===== config.mk =====
export PLATFORM = sky130hd
export DESIGN_NAME = chunked_mesh_stream_parser_top
export DESIGN_NICKNAME = d
export VERILOG_FILES = /design/src/hw/rtl/cmsp_pkg.sv /design/src/hw/rtl/cmsp_parser.sv /design/src/hw/rtl/cmsp_queue.sv /design/src/hw/rtl/chunked_mesh_stream_parser_top.sv
export SDC_FILE = /design/constraint.sdc
export NUM_CORES = 1
export LEC_CHECK = 0
export ABC_CLOCK_PERIOD_IN_PS = 5750
export BUFFER_PORTS_ARGS = -buffer_cell sky130_fd_sc_hd__buf_4
export CORE_ASPECT_RATIO = 0.7
export CORE_MARGIN = 8
export CORE_UTILIZATION = 35
export CTS_CLUSTER_DIAMETER = 40
export DETAILED_ROUTE_END_ITERATION = 10
export REMOVE_ABC_BUFFERS = 1
export SLEW_MARGIN = 20
export SYNTH_ARGS = -nofsm -noshare
export SYNTH_HDL_FRONTEND = slang
export SYNTH_SLANG_ARGS = --single-unit

===== constraint.sdc =====
create_clock -name clock -period 5.75 [get_ports clock]
set_clock_uncertainty 0.05 [all_clocks]
set_input_delay 0.575 -clock clock [delete_from_list [all_inputs] [get_ports clock]]
set_output_delay 0.575 -clock clock [all_outputs]
set_load 0.005 [all_outputs]

===== src/hw/rtl/cmsp_pkg.sv =====
// Shared types and constants of the chunked mesh stream parser.
package cmsp_pkg;

   // Result record kinds
   localparam logic [2:0] KIND_VTX_COUNT = 3'd0;
   localparam logic [2:0] KIND_VTX_WORD  = 3'd1;
   localparam logic [2:0] KIND_FACE_COUNT = 3'd2;
   localparam logic [2:0] KIND_FACE_INDEX = 3'd3;
   localparam logic [2:0] KIND_UV_COUNT  = 3'd4;
   localparam logic [2:0] KIND_UV_WORD   = 3'd5;
   localparam logic [2:0] KIND_END       = 3'd6;

   // Chunk ids
   localparam logic [15:0] ID_MAIN      = 16'h4D4D;
   localparam logic [15:0] ID_EDITOR    = 16'h3D3D;
   localparam logic [15:0] ID_OBJECT    = 16'h4000;
   localparam logic [15:0] ID_TRIMESH   = 16'h4100;
   localparam logic [15:0] ID_VERTICES  = 16'h4110;
   localparam logic [15:0] ID_FACES     = 16'h4120;
   localparam logic [15:0] ID_UVS       = 16'h4140;
   localparam logic [15:0] ID_MATERIAL  = 16'hAFFF;
   localparam logic [15:0] ID_MAT_AMB   = 16'hA200;
   localparam logic [15:0] ID_MAT_NAME  = 16'hA300;

   localparam logic [31:0] HEADER_BYTES = 32'd6;

   // Queue depth of the result buffer
   localparam int unsigned QUEUE_DEPTH = 4;

   typedef struct packed {
      logic [2:0]  record_kind;
      logic [15:0] element_index;
      logic [1:0]  component;
      logic [31:0] record_value;
   } rec_type;

   // Up to two records per byte; slot 0 always fills first
   typedef struct packed {
      logic    valid0;
      logic    valid1;
      rec_type rec0;
      rec_type rec1;
   } push_type;

endpackage


===== src/hw/rtl/cmsp_parser.sv =====
// Chunk header walker and list decoder: one byte in, up to two records out.
module cmsp_parser
   import cmsp_pkg::*;
(
   input  logic       clock,
   input  logic       reset,
   input  logic       byte_valid,
   input  logic [7:0] data_byte,
   input  logic       final_byte,
   output push_type   push
);

   typedef enum logic [2:0] {
      PH_HEADER = 3'd0,
      PH_NAME   = 3'd1,
      PH_SKIP   = 3'd2,
      PH_COUNT  = 3'd3,
      PH_LIST   = 3'd4
   } phase_type;

   phase_type   phase_ff, phase_in;
   logic [2:0]  hbc_ff, hbc_in;
   logic [15:0] id_ff, id_in;
   logic [31:0] len_ff, len_in;
   logic [31:0] skip_ff, skip_in;
   logic [31:0] word_ff, word_in;
   logic [1:0]  biw_ff, biw_in;
   logic [15:0] entry_ff, entry_in;
   logic [1:0]  comp_ff, comp_in;
   logic [15:0] vtot_ff, vtot_in;
   logic [15:0] ftot_ff, ftot_in;
   logic [15:0] utot_ff, utot_in;

   always_comb begin
      logic [2:0]  h;
      logic [15:0] id_v;
      logic [31:0] len_v;
      logic [31:0] skip_v;
      logic [31:0] skip_dec;
      logic [15:0] cnt;
      logic [15:0] total;
      logic [15:0] dtotal;
      logic [15:0] entry_v;
      logic [31:0] word_v;
      logic [2:0]  wplus;
      logic [2:0]  wbytes;
      logic [2:0]  ncomp;
      logic [2:0]  cnext;
      logic [2:0]  kind_count;
      logic [2:0]  kind_word;
      rec_type     rec;
      logic        emit;

      phase_in = phase_ff;
      hbc_in   = hbc_ff;
      id_in    = id_ff;
      len_in   = len_ff;
      skip_in  = skip_ff;
      word_in  = word_ff;
      biw_in   = biw_ff;
      entry_in = entry_ff;
      comp_in  = comp_ff;
      vtot_in  = vtot_ff;
      ftot_in  = ftot_ff;
      utot_in  = utot_ff;
      push     = '0;
      rec      = '0;
      emit     = 1'b0;

      h        = (hbc_ff > 3'd5) ? 3'd0 : hbc_ff;
      id_v     = id_ff;
      len_v    = len_ff;
      cnt      = {data_byte, word_ff[7:0]};
      skip_dec = skip_ff - 32'd1;
      word_v   = word_ff | ({24'd0, data_byte} << {biw_ff, 3'b000});
      wplus    = {1'b0, biw_ff} + 3'd1;
      cnext    = {1'b0, comp_ff} + 3'd1;
      entry_v  = entry_ff + 16'd1;

      // List selected by the current chunk id: vertices, faces, else uvs
      case (id_ff)
         ID_VERTICES: begin
            total = vtot_ff; wbytes = 3'd4; ncomp = 3'd3;
            kind_count = KIND_VTX_COUNT; kind_word = KIND_VTX_WORD;
         end
         ID_FACES: begin
            total = ftot_ff; wbytes = 3'd2; ncomp = 3'd4;
            kind_count = KIND_FACE_COUNT; kind_word = KIND_FACE_INDEX;
         end
         default: begin
            total = utot_ff; wbytes = 3'd4; ncomp = 3'd2;
            kind_count = KIND_UV_COUNT; kind_word = KIND_UV_WORD;
         end
      endcase

      // Header assembly, little endian
      case (h)
         3'd0: begin
            id_v  = {8'd0, data_byte};
            len_v = '0;
         end
         3'd1:    id_v  = id_ff | {data_byte, 8'd0};
         3'd2:    len_v = len_ff | {24'd0, data_byte};
         3'd3:    len_v = len_ff | {16'd0, data_byte, 8'd0};
         3'd4:    len_v = len_ff | {8'd0, data_byte, 16'd0};
         default: len_v = len_ff | {data_byte, 24'd0};
      endcase
      skip_v = (len_v > HEADER_BYTES) ? (len_v - HEADER_BYTES) : '0;

      case (id_v)
         ID_VERTICES: dtotal = vtot_ff;
         ID_FACES:    dtotal = ftot_ff;
         default:     dtotal = utot_ff;
      endcase

      if (byte_valid) begin
         case (phase_ff)
            PH_HEADER: begin
               id_in  = id_v;
               len_in = len_v;
               if (h == 3'd5) begin
                  hbc_in = '0;
                  if (id_v inside {ID_MAIN, ID_EDITOR, ID_TRIMESH, ID_MATERIAL,
                                   ID_MAT_AMB}) begin
                     phase_in = PH_HEADER;
                  end else if (id_v inside {ID_OBJECT, ID_MAT_NAME}) begin
                     phase_in = PH_NAME;
                  end else if ((id_v inside {ID_VERTICES, ID_FACES, ID_UVS}) &&
                               (dtotal == 16'd0)) begin
                     word_in  = '0;
                     biw_in   = '0;
                     phase_in = PH_COUNT;
                  end else begin
                     skip_in  = skip_v;
                     phase_in = (skip_v == 32'd0) ? PH_HEADER : PH_SKIP;
                  end
               end else begin
                  hbc_in = h + 3'd1;
               end
            end
            PH_NAME: begin
               if (data_byte == 8'd0) phase_in = PH_HEADER;
            end
            PH_SKIP: begin
               if (skip_ff != 32'd0) skip_in = skip_dec;
               if (skip_ff <= 32'd1) phase_in = PH_HEADER;
            end
            PH_COUNT: begin
               if (biw_ff[0]) begin
                  case (id_ff)
                     ID_VERTICES: vtot_in = cnt;
                     ID_FACES:    ftot_in = cnt;
                     default:     utot_in = cnt;
                  endcase
                  emit     = 1'b1;
                  rec      = '{record_kind: kind_count, element_index: '0,
                               component: '0, record_value: {16'd0, cnt}};
                  word_in  = '0;
                  biw_in   = '0;
                  entry_in = '0;
                  comp_in  = '0;
                  phase_in = (cnt != 16'd0) ? PH_LIST : PH_HEADER;
               end else begin
                  word_in = word_ff | {24'd0, data_byte};
                  biw_in  = 2'd1;
               end
            end
            PH_LIST: begin
               if (wplus >= wbytes) begin
                  biw_in = '0;
                  // the face flag word (component 3) is dropped
                  if (({1'b0, comp_ff} < 3'd3) && ({1'b0, comp_ff} < ncomp)) begin
                     emit = 1'b1;
                     rec  = '{record_kind: kind_word, element_index: entry_ff,
                              component: comp_ff, record_value: word_v};
                  end
                  word_in = '0;
                  if (cnext >= ncomp) begin
                     cnext    = '0;
                     entry_in = entry_v;
                     if (entry_v >= total) phase_in = PH_HEADER;
                  end
                  comp_in = cnext[1:0];
               end else begin
                  word_in = word_v;
                  biw_in  = wplus[1:0];
               end
            end
            default: phase_in = PH_HEADER;
         endcase

         push.valid0 = emit;
         push.rec0   = rec;

         if (final_byte) begin
            if (emit) begin
               push.valid1 = 1'b1;
               push.rec1   = '{record_kind: KIND_END, element_index: '0,
                               component: '0, record_value: '0};
            end else begin
               push.valid0 = 1'b1;
               push.rec0   = '{record_kind: KIND_END, element_index: '0,
                               component: '0, record_value: '0};
            end
            phase_in = PH_HEADER;
            hbc_in   = '0;
            id_in    = '0;
            len_in   = '0;
            skip_in  = '0;
            word_in  = '0;
            biw_in   = '0;
            entry_in = '0;
            comp_in  = '0;
            vtot_in  = '0;
            ftot_in  = '0;
            utot_in  = '0;
         end
      end
   end

   always_ff @(posedge clock) begin
      if (reset) begin
         phase_ff <= PH_HEADER;
         hbc_ff   <= '0;
         id_ff    <= '0;
         len_ff   <= '0;
         skip_ff  <= '0;
         word_ff  <= '0;
         biw_ff   <= '0;
         entry_ff <= '0;
         comp_ff  <= '0;
         vtot_ff  <= '0;
         ftot_ff  <= '0;
         utot_ff  <= '0;
      end else begin
         phase_ff <= phase_in;
         hbc_ff   <= hbc_in;
         id_ff    <= id_in;
         len_ff   <= len_in;
         skip_ff  <= skip_in;
         word_ff  <= word_in;
         biw_ff   <= biw_in;
         entry_ff <= entry_in;
         comp_ff  <= comp_in;
         vtot_ff  <= vtot_in;
         ftot_ff  <= ftot_in;
         utot_ff  <= utot_in;
      end
   end

   a_slot_order: assert property (@(posedge clock) disable iff (reset)
      push.valid1 |-> push.valid0)
      else $error("second record without a first");

   a_slot1_end: assert property (@(posedge clock) disable iff (reset)
      push.valid1 |-> (push.rec1.record_kind == KIND_END && final_byte))
      else $error("second record is not an end record");

   a_final_clears: assert property (@(posedge clock) disable iff (reset)
      (byte_valid && final_byte) |=>
         (phase_ff == PH_HEADER && hbc_ff == 3'd0 && vtot_ff == 16'd0 &&
          ftot_ff == 16'd0 && utot_ff == 16'd0))
      else $error("parser state not cleared after last byte");

endmodule


===== src/hw/rtl/cmsp_queue.sv =====
// Small result queue: takes up to two records per cycle, hands out one.
module cmsp_queue
   import cmsp_pkg::*;
(
   input  logic     clock,
   input  logic     reset,
   input  push_type push,
   input  logic     pop,
   output logic     has_room_two,
   output logic     not_empty,
   output rec_type  head
);

   localparam int unsigned PW = $clog2(QUEUE_DEPTH);
   localparam int unsigned CW = $clog2(QUEUE_DEPTH + 1);

   rec_type        mem [QUEUE_DEPTH];
   logic [PW-1:0]  wr_ptr_ff, wr_ptr_in;
   logic [PW-1:0]  rd_ptr_ff, rd_ptr_in;
   logic [CW-1:0]  count_ff, count_in;
   logic [PW-1:0]  wr_ptr_next;
   logic [CW-1:0]  push_cnt;
   logic           do_pop;

   assign wr_ptr_next  = wr_ptr_ff + PW'(1);
   assign push_cnt     = CW'(push.valid0) + CW'(push.valid1);
   assign do_pop       = pop && (count_ff != '0);
   assign not_empty    = (count_ff != '0);
   assign has_room_two = (count_ff <= CW'(QUEUE_DEPTH - 2));
   assign head         = mem[rd_ptr_ff];

   always_comb begin
      wr_ptr_in = wr_ptr_ff + PW'(push_cnt);
      rd_ptr_in = do_pop ? (rd_ptr_ff + PW'(1)) : rd_ptr_ff;
      count_in  = count_ff + push_cnt - CW'(do_pop);
   end

   always_ff @(posedge clock) begin
      if (push.valid0) mem[wr_ptr_ff]   <= push.rec0;
      if (push.valid1) mem[wr_ptr_next] <= push.rec1;
   end

   always_ff @(posedge clock) begin
      if (reset) begin
         wr_ptr_ff <= '0;
         rd_ptr_ff <= '0;
         count_ff  <= '0;
      end else begin
         wr_ptr_ff <= wr_ptr_in;
         rd_ptr_ff <= rd_ptr_in;
         count_ff  <= count_in;
      end
   end

   a_no_overflow: assert property (@(posedge clock) disable iff (reset)
      count_ff <= CW'(QUEUE_DEPTH))
      else $error("result queue overflow");

   a_pop_only: assert property (@(posedge clock) disable iff (reset)
      (do_pop && push_cnt == '0) |=> (count_ff == $past(count_ff) - CW'(1)))
      else $error("queue count wrong after a pop");

   a_ptr_track: assert property (@(posedge clock) disable iff (reset)
      (wr_ptr_ff - rd_ptr_ff) == count_ff[PW-1:0])
      else $error("queue pointers disagree with count");

endmodule


===== src/hw/rtl/chunked_mesh_stream_parser_top.sv =====
// Top level of the chunked mesh stream parser.
// Walks a 3DS-style chunked file that arrives one byte per transfer on the req_
// side and sends mesh records on the rsp_ side. Each chunk header (16-bit id,
// 32-bit length, little endian) is decoded; container chunks are entered, name
// chunks are skipped through their zero terminator, other chunks are skipped by
// length minus 6. The first vertex, face and texture-coordinate lists are
// decoded: first a count record, then one record per raw 32-bit coordinate word
// or 16-bit face index (the face flag word is dropped). A byte with req_tlast
// set closes the file: any record it completes goes out, then an end record,
// and the parser returns to its reset state. Rate: one byte per clock
// sustained; each byte is decoded in the cycle it is taken and its records
// land in a four-entry result queue, so req_tready stays high while the queue
// has room for two records and only drops when rsp_tready holds records off.
module chunked_mesh_stream_parser_top
   import cmsp_pkg::*;
(
   input  logic        clock,
   input  logic        reset,
   // byte stream in
   input  logic        req_tvalid,
   output logic        req_tready,
   input  logic [7:0]  req_tdata,   // [7:0] data_byte
   input  logic        req_tlast,   // final_byte
   // record stream out
   output logic        rsp_tvalid,
   input  logic        rsp_tready,
   output logic [55:0] rsp_tdata,   // [15:0] element_index, [17:16] component,
                                    // [49:18] record_value, [55:50] zero
   output logic [2:0]  rsp_tuser    // [2:0] record_kind
);

   push_type push;
   rec_type  head;
   logic     room_two;
   logic     req_xfer;

   // a byte may give two records (last list word plus end), so hold off
   // unless the queue can take both
   assign req_tready = room_two;
   assign req_xfer   = req_tvalid && req_tready;

   cmsp_parser u_parser (
      .clock      (clock),
      .reset      (reset),
      .byte_valid (req_xfer),
      .data_byte  (req_tdata),
      .final_byte (req_tlast),
      .push       (push)
   );

   cmsp_queue u_queue (
      .clock        (clock),
      .reset        (reset),
      .push         (push),
      .pop          (rsp_tready),
      .has_room_two (room_two),
      .not_empty    (rsp_tvalid),
      .head         (head)
   );

   // pack result fields, lowest field first
   assign rsp_tdata = {6'd0, head.record_value, head.component, head.element_index};
   assign rsp_tuser = head.record_kind;

endmodule


==> impl_metrics.ini <==
[outcome]
outcome = complete, no violations

[worst_setup_path]
end_kind = register
critical_path.top_delay_family = simple AND/OR/NAND/NOR gates
critical_path.max_fanout = 22
critPathArrivalTime_ns = 5.40
critical_path_cell_sequence = nor4b_1 -> nand4_1 -> nor3b_2 -> buf_4 -> inv_1 -> fa_1 -> nor4_2 -> nor2_1 -> nor3_1 -> buf_4 -> ha_1 -> inv_1 -> ha_1 -> fa_1 -> xnor2_1 -> xnor2_1 -> nor2_1
timing_worst_setup_path_type = reg2reg
worst_setup_path_start_kind = register
critical_path.n_buffers_inverters = 4
crit_slowest_cell = sky130_fd_sc_hd__nor4_2
data_required_critical_path_ns = 6.17
crit_path_max_incr_delay_ns = 0.56

[synthesis]
netlist_area_sq_um = 20900
postSynth.asyncResetShare = 0
synth.distinct_cells = 88
yosys.cell_count.top_type = sky130_fd_sc_hd__nand2_1
postSynthAreaPerCell_sq_um = 8.08
yosys-top-cells-area = sky130_fd_sc_hd__dfxtp_1 (38%), sky130_fd_sc_hd__nand2_1 (7.8%), sky130_fd_sc_hd__a21oi_1 (7.1%)
ys_dominant_reg_cell = sky130_fd_sc_hd__dfxtp_1
synth_enable_flop_cells = 8
netlist_top_cells_count = sky130_fd_sc_hd__nand2_1 (437), sky130_fd_sc_hd__dfxtp_1 (399), sky130_fd_sc_hd__a21oi_1 (298), sky130_fd_sc_hd__nor2_1 (277), sky130_fd_sc_hd__clkbuf_1 (169)
synth_top_area_share = 0.382
postSynthCellCount = 2589
synth_warnings = 0
netlist.top_cell.by_area = sky130_fd_sc_hd__dfxtp_1
synth_seq_cells = 407
yosysSeqAreaShare = 0.393

[grt]
grt_util_all_layers = 0.197
grt_antenna_before_repair = 0
globalRouteOverflowTotal = 0
grt_first_pass_wirelength_um = 108000
grt_pass1_vias = 18698
grt_max_degree = 71

[final_layout]
syn2layout_area_growth_pct = 14.3
post_route_cells_drive_above_1_share = 0.120
area.sequential_sq_um = 8240
final_design_area_no_fill_sq_um = 23900
n_antenna_cell = 0
filler_cell_count = 6013
multi_input_comb_area_sq_um = 11700
share_of_the_core_filled_with_cells = 0.402
finish.net_count = 2605

[pwr]
power_frac_seq = 0.397
p_comb_frac = 0.139
swShare = 0.294
total_power_draw_mw = 7.43
intPower_mw = 5.25
worst_ir_drop_vdd_uv = 223
net_load_switching_power_mw = 2.18
power_leakage_nw = 8.81
pwr_density_cell_nw_per_um2 = 311
clock_group_share_of_total_power = 0.464

[die]
pin_count = 74
std_cell_rows = 75
coreArea_sq_um = 59500
die_x_um = 308
die_height_um = 221
die_area_sq_um = 67900
start_util = 0.351

[drt]
routedWlPerCell_um = 20.4
drcViolationCount = 0
wirelength_um = 69500
dr_total_vias = 19578
detail_route.first_pass.iterations = 5
first_iter_violations = 1856
antenna_violating_nets_post_route = 0
viasPerCell = 5.74

[sta]
final_hold_viol_count = 0
max_freq_mhz = 201
slew_viol_final = 0
finalCritPeriodShare = 0.867
rsz0062_at_grt = no
setup_viol_count_final = 0
finalHoldWorstSlack_ns = 0.358
tightest_pin_transition_ns = 1.09
max_slew_margin = 0.272
period_minus_slack_ns = 4.99

[clock_network]
post_cts.resized_instances = 0
h-tree-depth = 2
clk_latency_ns = 0.63
cts_num_sinks = 407
cts.root.buffer_cell = sky130_fd_sc_hd__clkbuf_16
ctsHoldBuffers = 0
cts_made_buffers = 54
ctsLongestPathBuffers = 3
path_clk_slew_ns = 0.06
cts_tree = done
post_cts_buffers = 0

[placed_design]
dpl.hpwl_um = 45000
place_congestion = 0.866
numPortBuffers = 67
placedInstanceArea_sq_um = 22100

[hold_path]
min-delay-path-class = in2reg

[run]
cap_viol_max_count = 0
==> registers in the layout, summed over array words and instances (netlist names), named ones only <==
name / count
u_parser.biw_ff: 2
u_parser.comp_ff: 2
u_parser.entry_ff: 16
u_parser.ftot_ff: 16
u_parser.hbc_ff: 3
u_parser.id_ff: 16
u_parser.len_ff: 32
u_parser.phase_ff: 3
u_parser.skip_ff: 32
u_parser.utot_ff: 16
u_parser.vtot_ff: 16
u_parser.word_ff: 32
u_queue.count_ff: 3
u_queue.mem: 212
u_queue.rd_ptr_ff: 2
u_queue.wr_ptr_ff: 2
==> stage by stage <==
stage                     setup slack [ns]  std cells  setup TNS (ns)
after CTS                            0.847       3410               0
after global routing                 0.456       3410               0
after detailed placement             0.882       3309               0
final                                0.764       3410               0
after global placement               0.948       3309               0
after floorplan                     -0.423       2380          -28.15
==> logic make-up after synthesis <==
kind of cell             share of synthesized area
buffers and inverters                       0.0491
flip-flops                                   0.393
other                                     0.000179
XOR/XNOR                                    0.0268
AO/OA/AOI/OAI                                0.176
multiplexers                                0.0835
AND/OR/NAND/NOR                              0.249
adder cells (fa/ha/maj)                     0.0217
==> placed cells by master, fill, tap and decap left out, types with 9 or more instances in the layout <==
master and count:
sky130_fd_sc_hd__inv_1 36, sky130_fd_sc_hd__mux2i_1 53, sky130_fd_sc_hd__nand4_1 20, sky130_fd_sc_hd__dfxtp_1 397
sky130_fd_sc_hd__nor3b_1 15, sky130_fd_sc_hd__a31oi_1 43, sky130_fd_sc_hd__xnor2_1 41, sky130_fd_sc_hd__clkbuf_16 54
sky130_fd_sc_hd__o21ai_0 34, sky130_fd_sc_hd__or3_1 29, sky130_fd_sc_hd__nor2_1 275, sky130_fd_sc_hd__o32ai_1 10
sky130_fd_sc_hd__xor2_1 23, sky130_fd_sc_hd__a21oi_1 298, sky130_fd_sc_hd__and2_1 12, sky130_fd_sc_hd__inv_6 9
sky130_fd_sc_hd__nand3_1 152, sky130_fd_sc_hd__nand2b_1 14, sky130_fd_sc_hd__a22oi_1 57, sky130_fd_sc_hd__and3_1 14
sky130_fd_sc_hd__buf_4 119, sky130_fd_sc_hd__o31ai_1 11, sky130_fd_sc_hd__a21o_1 22, sky130_fd_sc_hd__nor3_1 41
sky130_fd_sc_hd__nor2b_1 27, sky130_fd_sc_hd__a41oi_1 9, sky130_fd_sc_hd__ha_1 33, sky130_fd_sc_hd__mux4_2 53
sky130_fd_sc_hd__nand2_1 434, sky130_fd_sc_hd__nor4_1 32, sky130_fd_sc_hd__a22o_1 16, sky130_fd_sc_hd__nand3b_1 11
==> routing by layer <==
layer	GRT usage	share of wire
met3	0.0398	0.090
met4	0.0537	0.022
met5	0	0
met1	0.286	0.46
met2	0.296	0.43
==> area by class of cell <==
| class | instances | share of cell area |
|---|---|---|
| multi-input combinational | 1936 | 0.491 |
| sequential | 407 | 0.344 |
| clock buffer | 66 | 0.0609 |
| tap | 808 | 0.0423 |
| timing repair buffer | 121 | 0.0390 |
| clock inverter | 35 | 0.0164 |
| inverter | 37 | 0.00581 |
==> power groups by stage <==
stage	registers [mW]	clock network, mW	logic, mW
detailed placement	3.01	0	1.02
global placement	3.01	0	1.00
floorplan	3.04	0	0.590
CTS	2.95	3.50	1.02
global route	2.96	3.63	1.11
finish	2.95	3.45	1.03
==> worst min-delay path: cells and delay by family <==
kind / cells / cell delay [ns]
compound gates: 1 / 0.16
simple gates: 1 / 0.04
buf+inv: 1 / 0.20
==> worst paths after layout <==
| path | cells after the start | endpoint | slack, ns | start |
|---|---|---|---|---|
| worst max-delay path | 17 | u_queue.count_ff[2] | 0.76 | u_parser.id_ff[13] |
| worst min-delay path | 3 | u_parser.word_ff[6] | 0.36 | req_tdata[6] |
| worst max register to register | 17 | u_queue.count_ff[2] | 0.76 | u_parser.id_ff[13] |
| worst min register to register | 2 | u_queue.mem[1][41] | 0.40 | u_queue.mem[1][41] |
(Power assumes the default switching activity.)
